File: config.mk
export PLATFORM = sky130hd
export DESIGN_NAME = morse_phase_encoder_core
export DESIGN_NICKNAME = d
export VERILOG_FILES = /design/src/design/mpe_pkg.sv /design/src/design/mpe_code_lut.sv /design/src/design/mpe_emitter.sv /design/src/design/morse_phase_encoder_core.sv
export SDC_FILE = /design/constraint.sdc
export NUM_CORES = 1
export LEC_CHECK = 0
export ABC_AREA = 0
export ABC_CLOCK_PERIOD_IN_PS = 4400
export BUFFER_PORTS_ARGS = -buffer_cell sky130_fd_sc_hd__buf_2
export CAP_MARGIN = 20
export CORE_ASPECT_RATIO = 0.5
export CORE_UTILIZATION = 55
export DETAILED_ROUTE_END_ITERATION = 6
export PLACE_DENSITY = 0.77
export SKIP_LAST_GASP = 1
export SLEW_MARGIN = 20
export SYNTH_ARGS = -nofsm -noshare
export SYNTH_HDL_FRONTEND = slang
export SYNTH_SLANG_ARGS = --single-unit
File: constraint.sdc
create_clock -name clk -period 4.4 [get_ports clk]
set_clock_uncertainty 0.05 [all_clocks]
set_input_delay 0.88 -clock clk [delete_from_list [all_inputs] [get_ports clk]]
set_output_delay 0.88 -clock clk [all_outputs]
set_load 0.02 [all_outputs]
File: src/design/mpe_pkg.sv
`timescale 1ns / 1ps
// ----------------------------------------------------------------------------
// mpe_pkg
// Shared types, phase codes and Morse code tables for the phase encoder.
// ----------------------------------------------------------------------------
package mpe_pkg;

	localparam int unsigned CHAR_W  = 8;
	localparam int unsigned PHASE_W = 3;
	localparam int unsigned LEN_W   = 3;
	localparam int unsigned PAT_W   = 6;

	localparam logic [PHASE_W-1:0] PH_DIT    = 3'd0;
	localparam logic [PHASE_W-1:0] PH_DAH    = 3'd1;
	localparam logic [PHASE_W-1:0] PH_SSPACE = 3'd2;
	localparam logic [PHASE_W-1:0] PH_LSPACE = 3'd3;
	localparam logic [PHASE_W-1:0] PH_WSPACE = 3'd4;

	// packed code: [7:5] element count (7 reads as 6), [5:0] pattern, 1 = dah
	localparam logic [7:0] LETTER_CODES [26] = '{
		8'h41, 8'h88, 8'h8A, 8'h64, 8'h20, 8'h82, 8'h66, 8'h80, 8'h40, 8'h87,
		8'h65, 8'h84, 8'h43, 8'h42, 8'h67, 8'h86, 8'h8D, 8'h62, 8'h60, 8'h21,
		8'h61, 8'h81, 8'h63, 8'h89, 8'h8B, 8'h8C
	};

	localparam logic [7:0] DIGIT_CODES [10] = '{
		8'hBF, 8'hAF, 8'hA7, 8'hA3, 8'hA1, 8'hA0, 8'hB0, 8'hB8, 8'hBC, 8'hBE
	};

	// ASCII space to slash
	localparam logic [7:0] PUNCT_A_CODES [16] = '{
		8'h00, 8'hEB, 8'hD2, 8'h00, 8'hC4, 8'h00, 8'hA8, 8'hDE,
		8'hB6, 8'hED, 8'h00, 8'hAA, 8'hF3, 8'hE1, 8'hD5, 8'hB2
	};

	// ASCII colon to at-sign
	localparam logic [7:0] PUNCT_B_CODES [7] = '{
		8'hF8, 8'hEA, 8'h00, 8'hB1, 8'h00, 8'hCC, 8'hDA
	};

	localparam logic [7:0] UNDERSCORE_CODE = 8'hCD;

	typedef struct packed {
		logic [LEN_W-1:0] len;
		logic [PAT_W-1:0] pat;
	} code_t;

	typedef enum logic [1:0] {
		ST_IDLE,
		ST_LOAD,
		ST_WSPACE,
		ST_EMIT
	} state_t;

endpackage

File: src/design/mpe_code_lut.sv
`timescale 1ns / 1ps
// ----------------------------------------------------------------------------
// mpe_code_lut
// Character to Morse code lookup; unencodable characters give length zero.
// ----------------------------------------------------------------------------
module mpe_code_lut (
	input  logic [mpe_pkg::CHAR_W-1:0] char_code,
	output mpe_pkg::code_t             code
);

	logic [7:0] raw;
	logic [7:0] off_upper;
	logic [7:0] off_lower;
	logic [7:0] off_digit;
	logic [7:0] off_punct_b;

	assign off_upper   = char_code - 8'd65;
	assign off_lower   = char_code - 8'd97;
	assign off_digit   = char_code - 8'd48;
	assign off_punct_b = char_code - 8'd58;

	always_comb begin
		priority if (char_code >= 8'd65 && char_code <= 8'd90) begin
			raw = mpe_pkg::LETTER_CODES[off_upper[4:0]];
		end else if (char_code >= 8'd97 && char_code <= 8'd122) begin
			raw = mpe_pkg::LETTER_CODES[off_lower[4:0]];
		end else if (char_code >= 8'd48 && char_code <= 8'd57) begin
			raw = mpe_pkg::DIGIT_CODES[off_digit[3:0]];
		end else if (char_code >= 8'd32 && char_code <= 8'd47) begin
			raw = mpe_pkg::PUNCT_A_CODES[char_code[3:0]];
		end else if (char_code >= 8'd58 && char_code <= 8'd64) begin
			raw = mpe_pkg::PUNCT_B_CODES[off_punct_b[2:0]];
		end else if (char_code == 8'd95) begin
			raw = mpe_pkg::UNDERSCORE_CODE;
		end else begin
			raw = 8'h00;
		end
	end

	// a count of seven is read as six; bit 5 stays part of the pattern
	assign code.len = (raw[7:5] == 3'd7) ? 3'd6 : raw[7:5];
	assign code.pat = raw[5:0];

endmodule

File: src/design/mpe_emitter.sv
`timescale 1ns / 1ps
// ----------------------------------------------------------------------------
// mpe_emitter
// Sequencer and pattern shifter: walks one code out as phases, one per beat.
// ----------------------------------------------------------------------------
module mpe_emitter (
	input  logic                         clk,
	input  logic                         arst_n,
	input  logic                         in_valid,
	output logic                         in_ready,
	input  logic [mpe_pkg::CHAR_W-1:0]   char_code,
	output logic [mpe_pkg::CHAR_W-1:0]   char_sel,
	input  mpe_pkg::code_t               code,
	input  logic                         cfg_wr_en,
	input  logic                         cfg_wr_data,
	output logic                         out_valid,
	input  logic                         out_ready,
	output logic [mpe_pkg::PHASE_W-1:0]  phase,
	output logic                         last_of_char
);

	mpe_pkg::state_t state_q, state_d;

	logic [mpe_pkg::CHAR_W-1:0]  char_q;
	logic [mpe_pkg::PAT_W-1:0]   pat_q;
	logic [mpe_pkg::LEN_W-1:0]   cnt_q;
	logic                        pend_ls_q;
	logic                        pend_ss_q;
	logic                        sym_q;
	logic                        lwm_q;
	logic                        out_valid_q;
	logic [mpe_pkg::PHASE_W-1:0] phase_q;
	logic                        last_q;

	logic                        slot_free;
	logic                        emit;
	logic [mpe_pkg::PHASE_W-1:0] emit_phase;
	logic                        emit_last;
	logic                        emit_elem;
	logic [mpe_pkg::LEN_W-1:0]   shamt;

	assign slot_free = !out_valid_q || out_ready;
	assign in_ready  = (state_q == mpe_pkg::ST_IDLE);
	assign char_sel  = char_q;
	assign shamt     = 3'd6 - code.len;

	always_comb begin
		state_d    = state_q;
		emit       = 1'b0;
		emit_elem  = 1'b0;
		emit_phase = mpe_pkg::PH_DIT;
		emit_last  = 1'b0;
		unique case (state_q)
			mpe_pkg::ST_IDLE: begin
				if (in_valid) state_d = mpe_pkg::ST_LOAD;
			end
			mpe_pkg::ST_LOAD: begin
				state_d = (code.len == '0) ? mpe_pkg::ST_WSPACE : mpe_pkg::ST_EMIT;
			end
			mpe_pkg::ST_WSPACE: begin
				if (slot_free) begin
					emit       = 1'b1;
					emit_phase = mpe_pkg::PH_WSPACE;
					emit_last  = 1'b1;
					state_d    = mpe_pkg::ST_IDLE;
				end
			end
			mpe_pkg::ST_EMIT: begin
				if (slot_free) begin
					emit = 1'b1;
					priority if (pend_ls_q) begin
						emit_phase = mpe_pkg::PH_LSPACE;
					end else if (pend_ss_q) begin
						emit_phase = mpe_pkg::PH_SSPACE;
					end else begin
						emit_elem  = 1'b1;
						emit_phase = pat_q[mpe_pkg::PAT_W-1] ? mpe_pkg::PH_DAH
						                                    : mpe_pkg::PH_DIT;
						emit_last  = (cnt_q == 3'd1);
						if (cnt_q == 3'd1) state_d = mpe_pkg::ST_IDLE;
					end
				end
			end
			default: state_d = mpe_pkg::ST_IDLE;
		endcase
	end

	always_ff @(posedge clk or negedge arst_n) begin
		if (!arst_n) begin
			state_q     <= mpe_pkg::ST_IDLE;
			pend_ls_q   <= 1'b0;
			pend_ss_q   <= 1'b0;
			sym_q       <= 1'b0;
			lwm_q       <= 1'b0;
			out_valid_q <= 1'b0;
		end else begin
			state_q <= state_d;
			if (cfg_wr_en) sym_q <= cfg_wr_data;

			if (state_q == mpe_pkg::ST_LOAD) begin
				pend_ls_q <= lwm_q;
				pend_ss_q <= 1'b0;
			end else if (emit && state_q == mpe_pkg::ST_EMIT) begin
				if (pend_ls_q) begin
					pend_ls_q <= 1'b0;
				end else if (pend_ss_q) begin
					pend_ss_q <= 1'b0;
				end else begin
					pend_ss_q <= sym_q && (cnt_q != 3'd1);
				end
			end

			if (emit) begin
				if (state_q == mpe_pkg::ST_WSPACE) lwm_q <= 1'b0;
				else if (emit_last)                lwm_q <= 1'b1;
			end

			if (emit)           out_valid_q <= 1'b1;
			else if (out_ready) out_valid_q <= 1'b0;
		end
	end

	// payload and pattern shifter
	always_ff @(posedge clk) begin
		if (in_valid && in_ready) char_q <= char_code;
		if (state_q == mpe_pkg::ST_LOAD) begin
			pat_q <= code.pat << shamt;
			cnt_q <= code.len;
		end else if (emit_elem) begin
			pat_q <= {pat_q[mpe_pkg::PAT_W-2:0], 1'b0};
			cnt_q <= cnt_q - 3'd1;
		end
		if (emit) begin
			phase_q <= emit_phase;
			last_q  <= emit_last;
		end
	end

	assign out_valid    = out_valid_q;
	assign phase        = phase_q;
	assign last_of_char = last_q;

endmodule

File: src/design/morse_phase_encoder_core.sv
`timescale 1ns / 1ps
// ----------------------------------------------------------------------------
// morse_phase_encoder_core
// Turns ASCII characters into a stream of Morse dit/dah/space phases.
// ----------------------------------------------------------------------------
// Usage:
//   Input channel in_valid/in_ready carries one char_code per beat. Output
//   channel out_valid/out_ready carries one phase per beat, last_of_char
//   marking the final phase of a character.
//   cfg_wr_en/cfg_wr_data set with_symbol_space; write only while idle.
//   A character is registered and looked up in the load state, then its
//   phases leave one per cycle, unless the receiver stalls, from a shifting
//   pattern register under a small sequencer. in_ready is high only when idle,
//   so a new character is taken only after the last phase of the previous one.
//   The first phase follows the character register and the load state.
//   When the receiver stalls the output register holds its beat and the
//   sequencer waits; nothing is dropped.
//   Reset clears the sequencer, the output valid, the symbol-space setting and
//   the previous-mark flag, so the first character gets no letter-space.
// ----------------------------------------------------------------------------
module morse_phase_encoder_core (
	input  logic                         clk,
	input  logic                         arst_n,
	input  logic                         in_valid,
	output logic                         in_ready,
	input  logic [mpe_pkg::CHAR_W-1:0]   char_code,
	input  logic                         cfg_wr_en,
	input  logic                         cfg_wr_data,
	output logic                         out_valid,
	input  logic                         out_ready,
	output logic [mpe_pkg::PHASE_W-1:0]  phase,
	output logic                         last_of_char
);

	logic [mpe_pkg::CHAR_W-1:0] char_sel;
	mpe_pkg::code_t             code;

	mpe_code_lut u_lut (
		.char_code (char_sel),
		.code      (code)
	);

	mpe_emitter u_emit (
		.clk          (clk),
		.arst_n       (arst_n),
		.in_valid     (in_valid),
		.in_ready     (in_ready),
		.char_code    (char_code),
		.char_sel     (char_sel),
		.code         (code),
		.cfg_wr_en    (cfg_wr_en),
		.cfg_wr_data  (cfg_wr_data),
		.out_valid    (out_valid),
		.out_ready    (out_ready),
		.phase        (phase),
		.last_of_char (last_of_char)
	);

	a_busy_after_accept: assert property (@(posedge clk) disable iff (!arst_n)
		in_valid && in_ready |=> !in_ready)
		else $error("input accepted while a character was in flight");

	a_phase_range: assert property (@(posedge clk) disable iff (!arst_n)
		out_valid |-> phase <= mpe_pkg::PH_WSPACE)
		else $error("phase code out of range");

	a_wspace_last: assert property (@(posedge clk) disable iff (!arst_n)
		out_valid && phase == mpe_pkg::PH_WSPACE |-> last_of_char)
		else $error("word-space not flagged as last");

	a_spacer_not_last: assert property (@(posedge clk) disable iff (!arst_n)
		out_valid && (phase == mpe_pkg::PH_LSPACE || phase == mpe_pkg::PH_SSPACE)
		|-> !last_of_char)
		else $error("spacer flagged as last");

endmodule

==> results of run 1 <==
Yosys cell counts (all sizes together), types with 6 or more instances:
master  instances
nand3           6
edfxtp         21
nand2b         10
inv            13
clkbuf          7
xnor2           9
nor3           14
a311oi          6
nor2b           9
ha             14
buf            11
a21oi          22
a211oi          7
o21ai          25
nor2           30
dfrtp           7
a31oi           6
nand2          29
repair_timing:
item,in CTS,in global routing
buffers inserted,0,0
gates resized for setup,0,3
endpoints found under the setup margin,0,4
final timing paths:
kind / slack [ns] / to / depth (start not counted)
max: 0.27 / u_emit.pat_q[4] / 15
min: 0.36 / u_emit.sym_q / 1
max reg2reg: 0.27 / u_emit.pat_q[4] / 15
min reg2reg: 0.47 / u_emit.lwm_q / 2
max in group asynchronous: 3.79 / u_emit.state_q[1] / 1
min in group clk: 0.47 / u_emit.lwm_q / 2
layout make-up:
cell class	count	area [um2]
Clock buffer	3	41.3
Clock inverter	1	30.0
Fill cell	389	1640
Inverter	13	48.8
Multi-Input combinational cell	258	1770
Sequential cell	28	806
Tap cell	66	82.6
Timing Repair Buffer	28	163
worst max-delay path: stages, from the launching register on:
cell	delay (ns)
edfxtp_1	0.40
inv_1	0.16
ha_2	0.28
inv_1	0.13
ha_1	0.40
buf_4	0.21
a41oi_1	0.21
a311o_1	0.43
o211ai_1	0.17
nand2_1	0.21
inv_1	0.12
ha_1	0.18
a21boi_1	0.27
o211ai_1	0.19
a211o_1	0.31
nor4b_2	0.16
kinds of logic (layout without fill, tap and decap cells):
family	count (synthesis)	after routing	synth area share, %
DFF	28	28	29.6
buffers and inverters	31	45	5.75
AOI/OAI and AO/OA	107	107	29.0
and+or+nand+nor	125	125	24.8
xor gates and xnor gates	9	9	3.17
muxes	3	3	1.20
adders and majority gates	14	14	6.44
state kept, by name (all words and copies together) (netlist names):
signal / cells
u_emit.out_valid: 1
u_emit.cnt_q: 3
u_emit.state_q: 2
u_emit.char_sel: 8
u_emit.phase: 3
u_emit.last_of_char: 1
u_emit.pend_ss_q: 1
u_emit.pend_ls_q: 1
u_emit.pat_q: 6
u_emit.sym_q: 1
u_emit.lwm_q: 1
power groups by stage:
stage,registers (mW),clock network [mW],logic (mW)
2_1_floorplan,0.494,0,0.607
3_3_place_gp,0.482,0,0.793
3_5_place_dp,0.487,0,0.806
4_1_cts,0.481,0.212,0.810
5_1_grt,0.497,0.218,0.912
6_report,0.482,0.208,0.828
metrics by stage:
step | total power [mW] | hold WS, ns | utilization [%]
6_report | 1.52 | 0.359 | 64.2
5_1_grt | 1.63 | 0.361 | 64.2
4_1_cts | 1.50 | 0.360 | 64.0
3_5_place_dp | 1.29 | 0.445 | 62.5
3_3_place_gp | 1.27 | 0.445 | 62.5
2_1_floorplan | 1.10 | 0.417 | -
metal layers:
| metal | track usage, % | wire length (um) | vias up |
|---|---|---|---|
| met5 | 0 | 0 | - |
| met4 | 4.11 | 65 | 0 |
| met3 | 8.06 | 688 | 15 |
| met2 | 44.4 | 2910 | 159 |
| met1 | 37.2 | 3070 | 1172 |
| li1 | - | - | 1221 |
placed cells by master (no fill, tap or decap), types with 3 or more instances in the layout:
cell type,instances
nor2_1,29
nand2_1,29
o21ai_0,22
a21oi_1,21
edfxtp_1,21
buf_2,19
ha_1,13
nor3_1,12
inv_1,11
nand2b_1,10
nor2b_1,9
buf_4,9
xnor2_1,8
dfrtp_1,7
nand3_1,6
a31oi_1,6
a311oi_1,5
o211ai_1,5
a211oi_1,4
and2_1,3
or3_1,3
a311o_1,3
o311a_1,3
clkbuf_8,3
==> results.cfg, run 1 <==
[pwr]
peakVddDrop_uv = 259
combPwrFrac_pct = 54.5
power_frac_clock_pct = 13.7
internal_power_mw = 0.849
powerDensity_mw_per_mm2 = 517
p_switching_mw = 0.668
switching_share_pct = 44.0
p_seq_share_pct = 31.8
p_leak_nw = 1.11

[yosys]
synth-seq-cells = 28
yosys.cell_types.count = 77
synthTopCellsByArea = edfxtp_1, dfrtp_1, ha_1
synth.cell_area_mm2 = 0.00272
yosysWarnings = 0
synth.largest_area_cell = edfxtp_1
synth_fp_nets = 345
yosysTopAreaCellShare_pct = 23.2
synth.avg_cell_area_um2 = 8.58
synthCells = 317
yosysSeqAreaShare_pct = 29.6
synth-async-reset-ratio_pct = 25.0
synth_edf_count = 21
synth_ff_type = edfxtp_1

[floorplan]
dieArea_mm2 = 0.00525
coreArea_mm2 = 0.00457
core.rowCount = 17
fp.dieH_um = 51.7
initial_core_util_pct = 59.5
ios = 20
die_w_um = 101

[placement]
globalplace.congestion = 0.999
dpl_cell_area_mm2 = 0.00286
dp_cells = 393
hpwl_um = 5100
pre_cts_slack_ns = 0.234
portBuffers = 19

[clock_tree]
clock_path_buffers = 2
cts_buffers = 3
ctsHoldBuffers = 0
cts_tree = done
cts_sinks = 28
clock_latency_ns = 0.28
root_buffer = clkbuf_8
h-tree-depth = 1
cts.clk_slew.worst_paths_ns = 0.10

[grt]
antenna_found_initial = 0
grt_pass1_wl_um = 11000
grt_usage_pct = 27.4
overflow = 0
grt_max_degree = 25
grt_pass1_vias = 2274

[hold_path]
hold_class = input port to async pin

[critical_path]
worstSetupPathType = flop to flop
required_ns = 4.38
crit_arrival_ns = 4.11
worst-path-max-fanout = 12
r2r_start = u_emit.char_sel[0]
crit_start = u_emit.char_sel[0]
start_kind = flop
cp-end-kind = flop

[sta]
period_needed_ns = 4.13
rsz0062_at_grt = false
tightest_slew_ns = 0.859
setup_slack_ns = 0.272
hold_viol_final = 0
setup_viol_count_final = 0
slew_headroom_pct = 42.6
period_share_pct = 93.8
fmax_mhz = 242
setup-tns-final_ns = 0
finalMaxSlewViolations = 0

[outcome]
status = completed

[route]
routed_wl_um = 6740
drtIter0Drc = 316
route.detailed.drc = 0
via_count = 2567
vias_per_cell = 6.47
avgRoutedWirePerCell_um = 17.0
drtPass1Iterations = 6
ant_nets = 0

[finish]
areaGrowthSynthToFinish_pct = 7.96
layout.nets = 360
postLayoutCellArea_mm2 = 0.00294
final_cells = 397
diodes = 0
drive_gt1_share_pct = 17.5

[flow_run]
maxCapViolCount = 0
Note: power is estimated with default switching activity, not from simulation.
==> inputs of run 2 (changes only) <==
--- a/config.mk
+++ b/config.mk
@@ -17,4 +17,5 @@
 export SLEW_MARGIN = 20
 export SYNTH_ARGS = -nofsm -noshare
 export SYNTH_HDL_FRONTEND = slang
+export SYNTH_HIERARCHICAL = 1
 export SYNTH_SLANG_ARGS = --single-unit
==> results.cfg, run 2 <==
[sta]
tightest_slew_ns = 0.689
period_needed_ns = 4.04
period_share_pct = 91.8
finalMaxSlewViolations = 0
fmax_mhz = 247
slew_headroom_pct = 54.1
hold_viol_final = 0
rsz0062_at_grt = false
setup-tns-final_ns = 0
setup_viol_count_final = 0

[finish]
areaGrowthSynthToFinish_pct = 7.96
largest_reg_flops = 8
layout.nets = 333
final_common_cell = nand2_1
drive_gt1_share_pct = 19.5
layout_common_cells = nand2_1, a21oi_1, nor2_1
diodes = 0
seq_area_um2 = 806
postLayoutCellArea_mm2 = 0.00278
fillers = 360
utilization_pct = 62.6
final_cells = 360
multi_input_area_mm2 = 0.00160

[placement]
portBuffers = 19
globalplace.congestion = 0.946
dp_cells = 356
hpwl_um = 4800
dpl_cell_area_mm2 = 0.00271

[critical_path]
worst-path-max-fanout = 12
cp_common_cell = ha_1
required_ns = 4.37
critPathBufInv = 4
critPathTopFamily = adder cells
slowest_stage = mux4_2
r2r_start = u_emit/char_sel[0]
crit_arrival_ns = 4.01
r2r-end = u_emit/pat_q[4]
worstSetupPathType = flop to flop
critPathMaxStageDelay_ns = 0.55
cp_cell_sequence = inv_4 -> ha_1 -> inv_1 -> ha_1 -> buf_4 -> or2_2 -> nand2_1 -> o221a_2 -> a31oi_1 -> a21boi_1 -> inv_1 -> ha_1 -> mux4_2 -> nand3_1 -> nand3_1
endpoint = u_emit/pat_q[4]
cp.depth = 15
start_kind = flop
r2r_slack_ns = 0.36
reg2reg_depth = 15
cp-end-kind = flop
crit_start = u_emit/char_sel[0]

[floorplan]
initial_core_util_pct = 58.0
ios = 20
dieArea_mm2 = 0.00498
core.rowCount = 17
fp.dieH_um = 50.4
coreArea_mm2 = 0.00445
die_w_um = 98.8

[outcome]
status = completed

[route]
route.detailed.drc = 0
routed_wl_um = 6330
avgRoutedWirePerCell_um = 17.6
via_count = 2289
drtPass1Iterations = 5
vias_per_cell = 6.36
ant_nets = 0
drtIter0Drc = 149

[yosys]
yosys-top-cells-count = nand2_1, a21oi_1, nor2_1
yosysWarnings = 6
synthTopCellsByArea = edfxtp_1, ha_1, dfrtp_1
synth.avg_cell_area_um2 = 8.86
synthCells = 291
synth.most_common_cell = nand2_1
synth_edf_count = 21
yosys.cell_types.count = 70
yosysTopAreaCellShare_pct = 24.5
synth.largest_area_cell = edfxtp_1
synth-async-reset-ratio_pct = 25.0
synth.cell_area_mm2 = 0.00258
yosysSeqAreaShare_pct = 31.3
synth_fp_nets = 320
synth-seq-cells = 28
synth_ff_type = edfxtp_1

[flow_run]
maxCapViolCount = 0

[clock_tree]
cts_resized = 0
cts_tree = done
post_cts_buffers = 0
ctsHoldBuffers = 0
root_buffer = clkbuf_8
cts_sinks = 28
cts_buffers = 3
cts.clk_slew.worst_paths_ns = 0.10
h-tree-depth = 1
clock_path_buffers = 2
clock_latency_ns = 0.27

[grt]
grt_max_degree = 24
grt_pass1_vias = 2004
grt_usage_pct = 26.6
overflow = 0
antenna_found_initial = 0
grt_pass1_wl_um = 10100

[pwr]
powerDensity_mw_per_mm2 = 549
p_total_mw = 1.53
peakVddDrop_uv = 230
p_leak_nw = 1.13

[hold_path]
hold_class = input port to async pin
run 2: cell count changes after synthesis, sizes merged, moves of 4 or more:
cell / previous run / this run
a311oi: 6 / 1
buf: 11 / 17
clkbuf: 7 / 3
inv: 13 / 19
nand3: 6 / 10
nor2: 30 / 24
nor3: 14 / 1
o21ai: 25 / 17
run 2: report_power, final:
| part | internal, mW | switching, mW | total, mW |
|---|---|---|---|
| logic | 0.322 | 0.491 | 0.813 |
| clock network | 0.122 | 0.0788 | 0.201 |
| registers | 0.427 | 0.0870 | 0.514 |
| total | 0.871 | 0.657 | 1.53 |
run 2: area by class of cell:
type,count,area share (%)
repair buffers,28,5.85
clock inverters,1,1.08
inverters,19,2.65
multi-input cells,224,57.4
flip-flops and latches,28,29.0
clock buffers,3,1.48
well taps,57,2.56
run 2: per-stage QoR:
step | hold WS, ns | worst slack (ns)
finish | 0.364 | 0.359
global route | 0.369 | 0.108
CTS | 0.367 | 0.301
detailed placement | 0.437 | 0.329
global placement | 0.429 | 0.425
floorplan | 0.423 | 0.295
run 2: kinds of logic (layout without fill, tap and decap cells):
kind of cell             after synthesis  count (layout)  share of synthesized area (%)
XOR/XNOR                               9               9                           3.93
buffers and inverters                 39              51                           6.94
adder cells (fa/ha/maj)               15              15                           7.28
AO/OA/AOI/OAI                         89              89                           24.0
flip-flops                            28              28                           31.3
multiplexers                           9               9                           5.10
AND/OR/NAND/NOR                      102             102                           21.5
run 2: worst min-delay path by stage:
stage | depth (start not counted) | to | slack (ns)
after floorplan | 1 | u_emit/pend_ls_q | 0.42
after global placement | 1 | u_emit/pend_ls_q | 0.43
after detailed placement | 1 | u_emit/pend_ls_q | 0.44
after CTS | 1 | u_emit/sym_q | 0.37
after global routing | 1 | u_emit/out_valid | 0.37
final | 1 | u_emit/sym_q | 0.36
run 2: routing by layer:
layer	vias up	track usage [%]	wire length, um
met5	-	0	0
met4	0	7.96	59
met3	8	3.20	468
met2	115	40.1	2760
met1	1078	39.9	3040
li1	1088	-	-
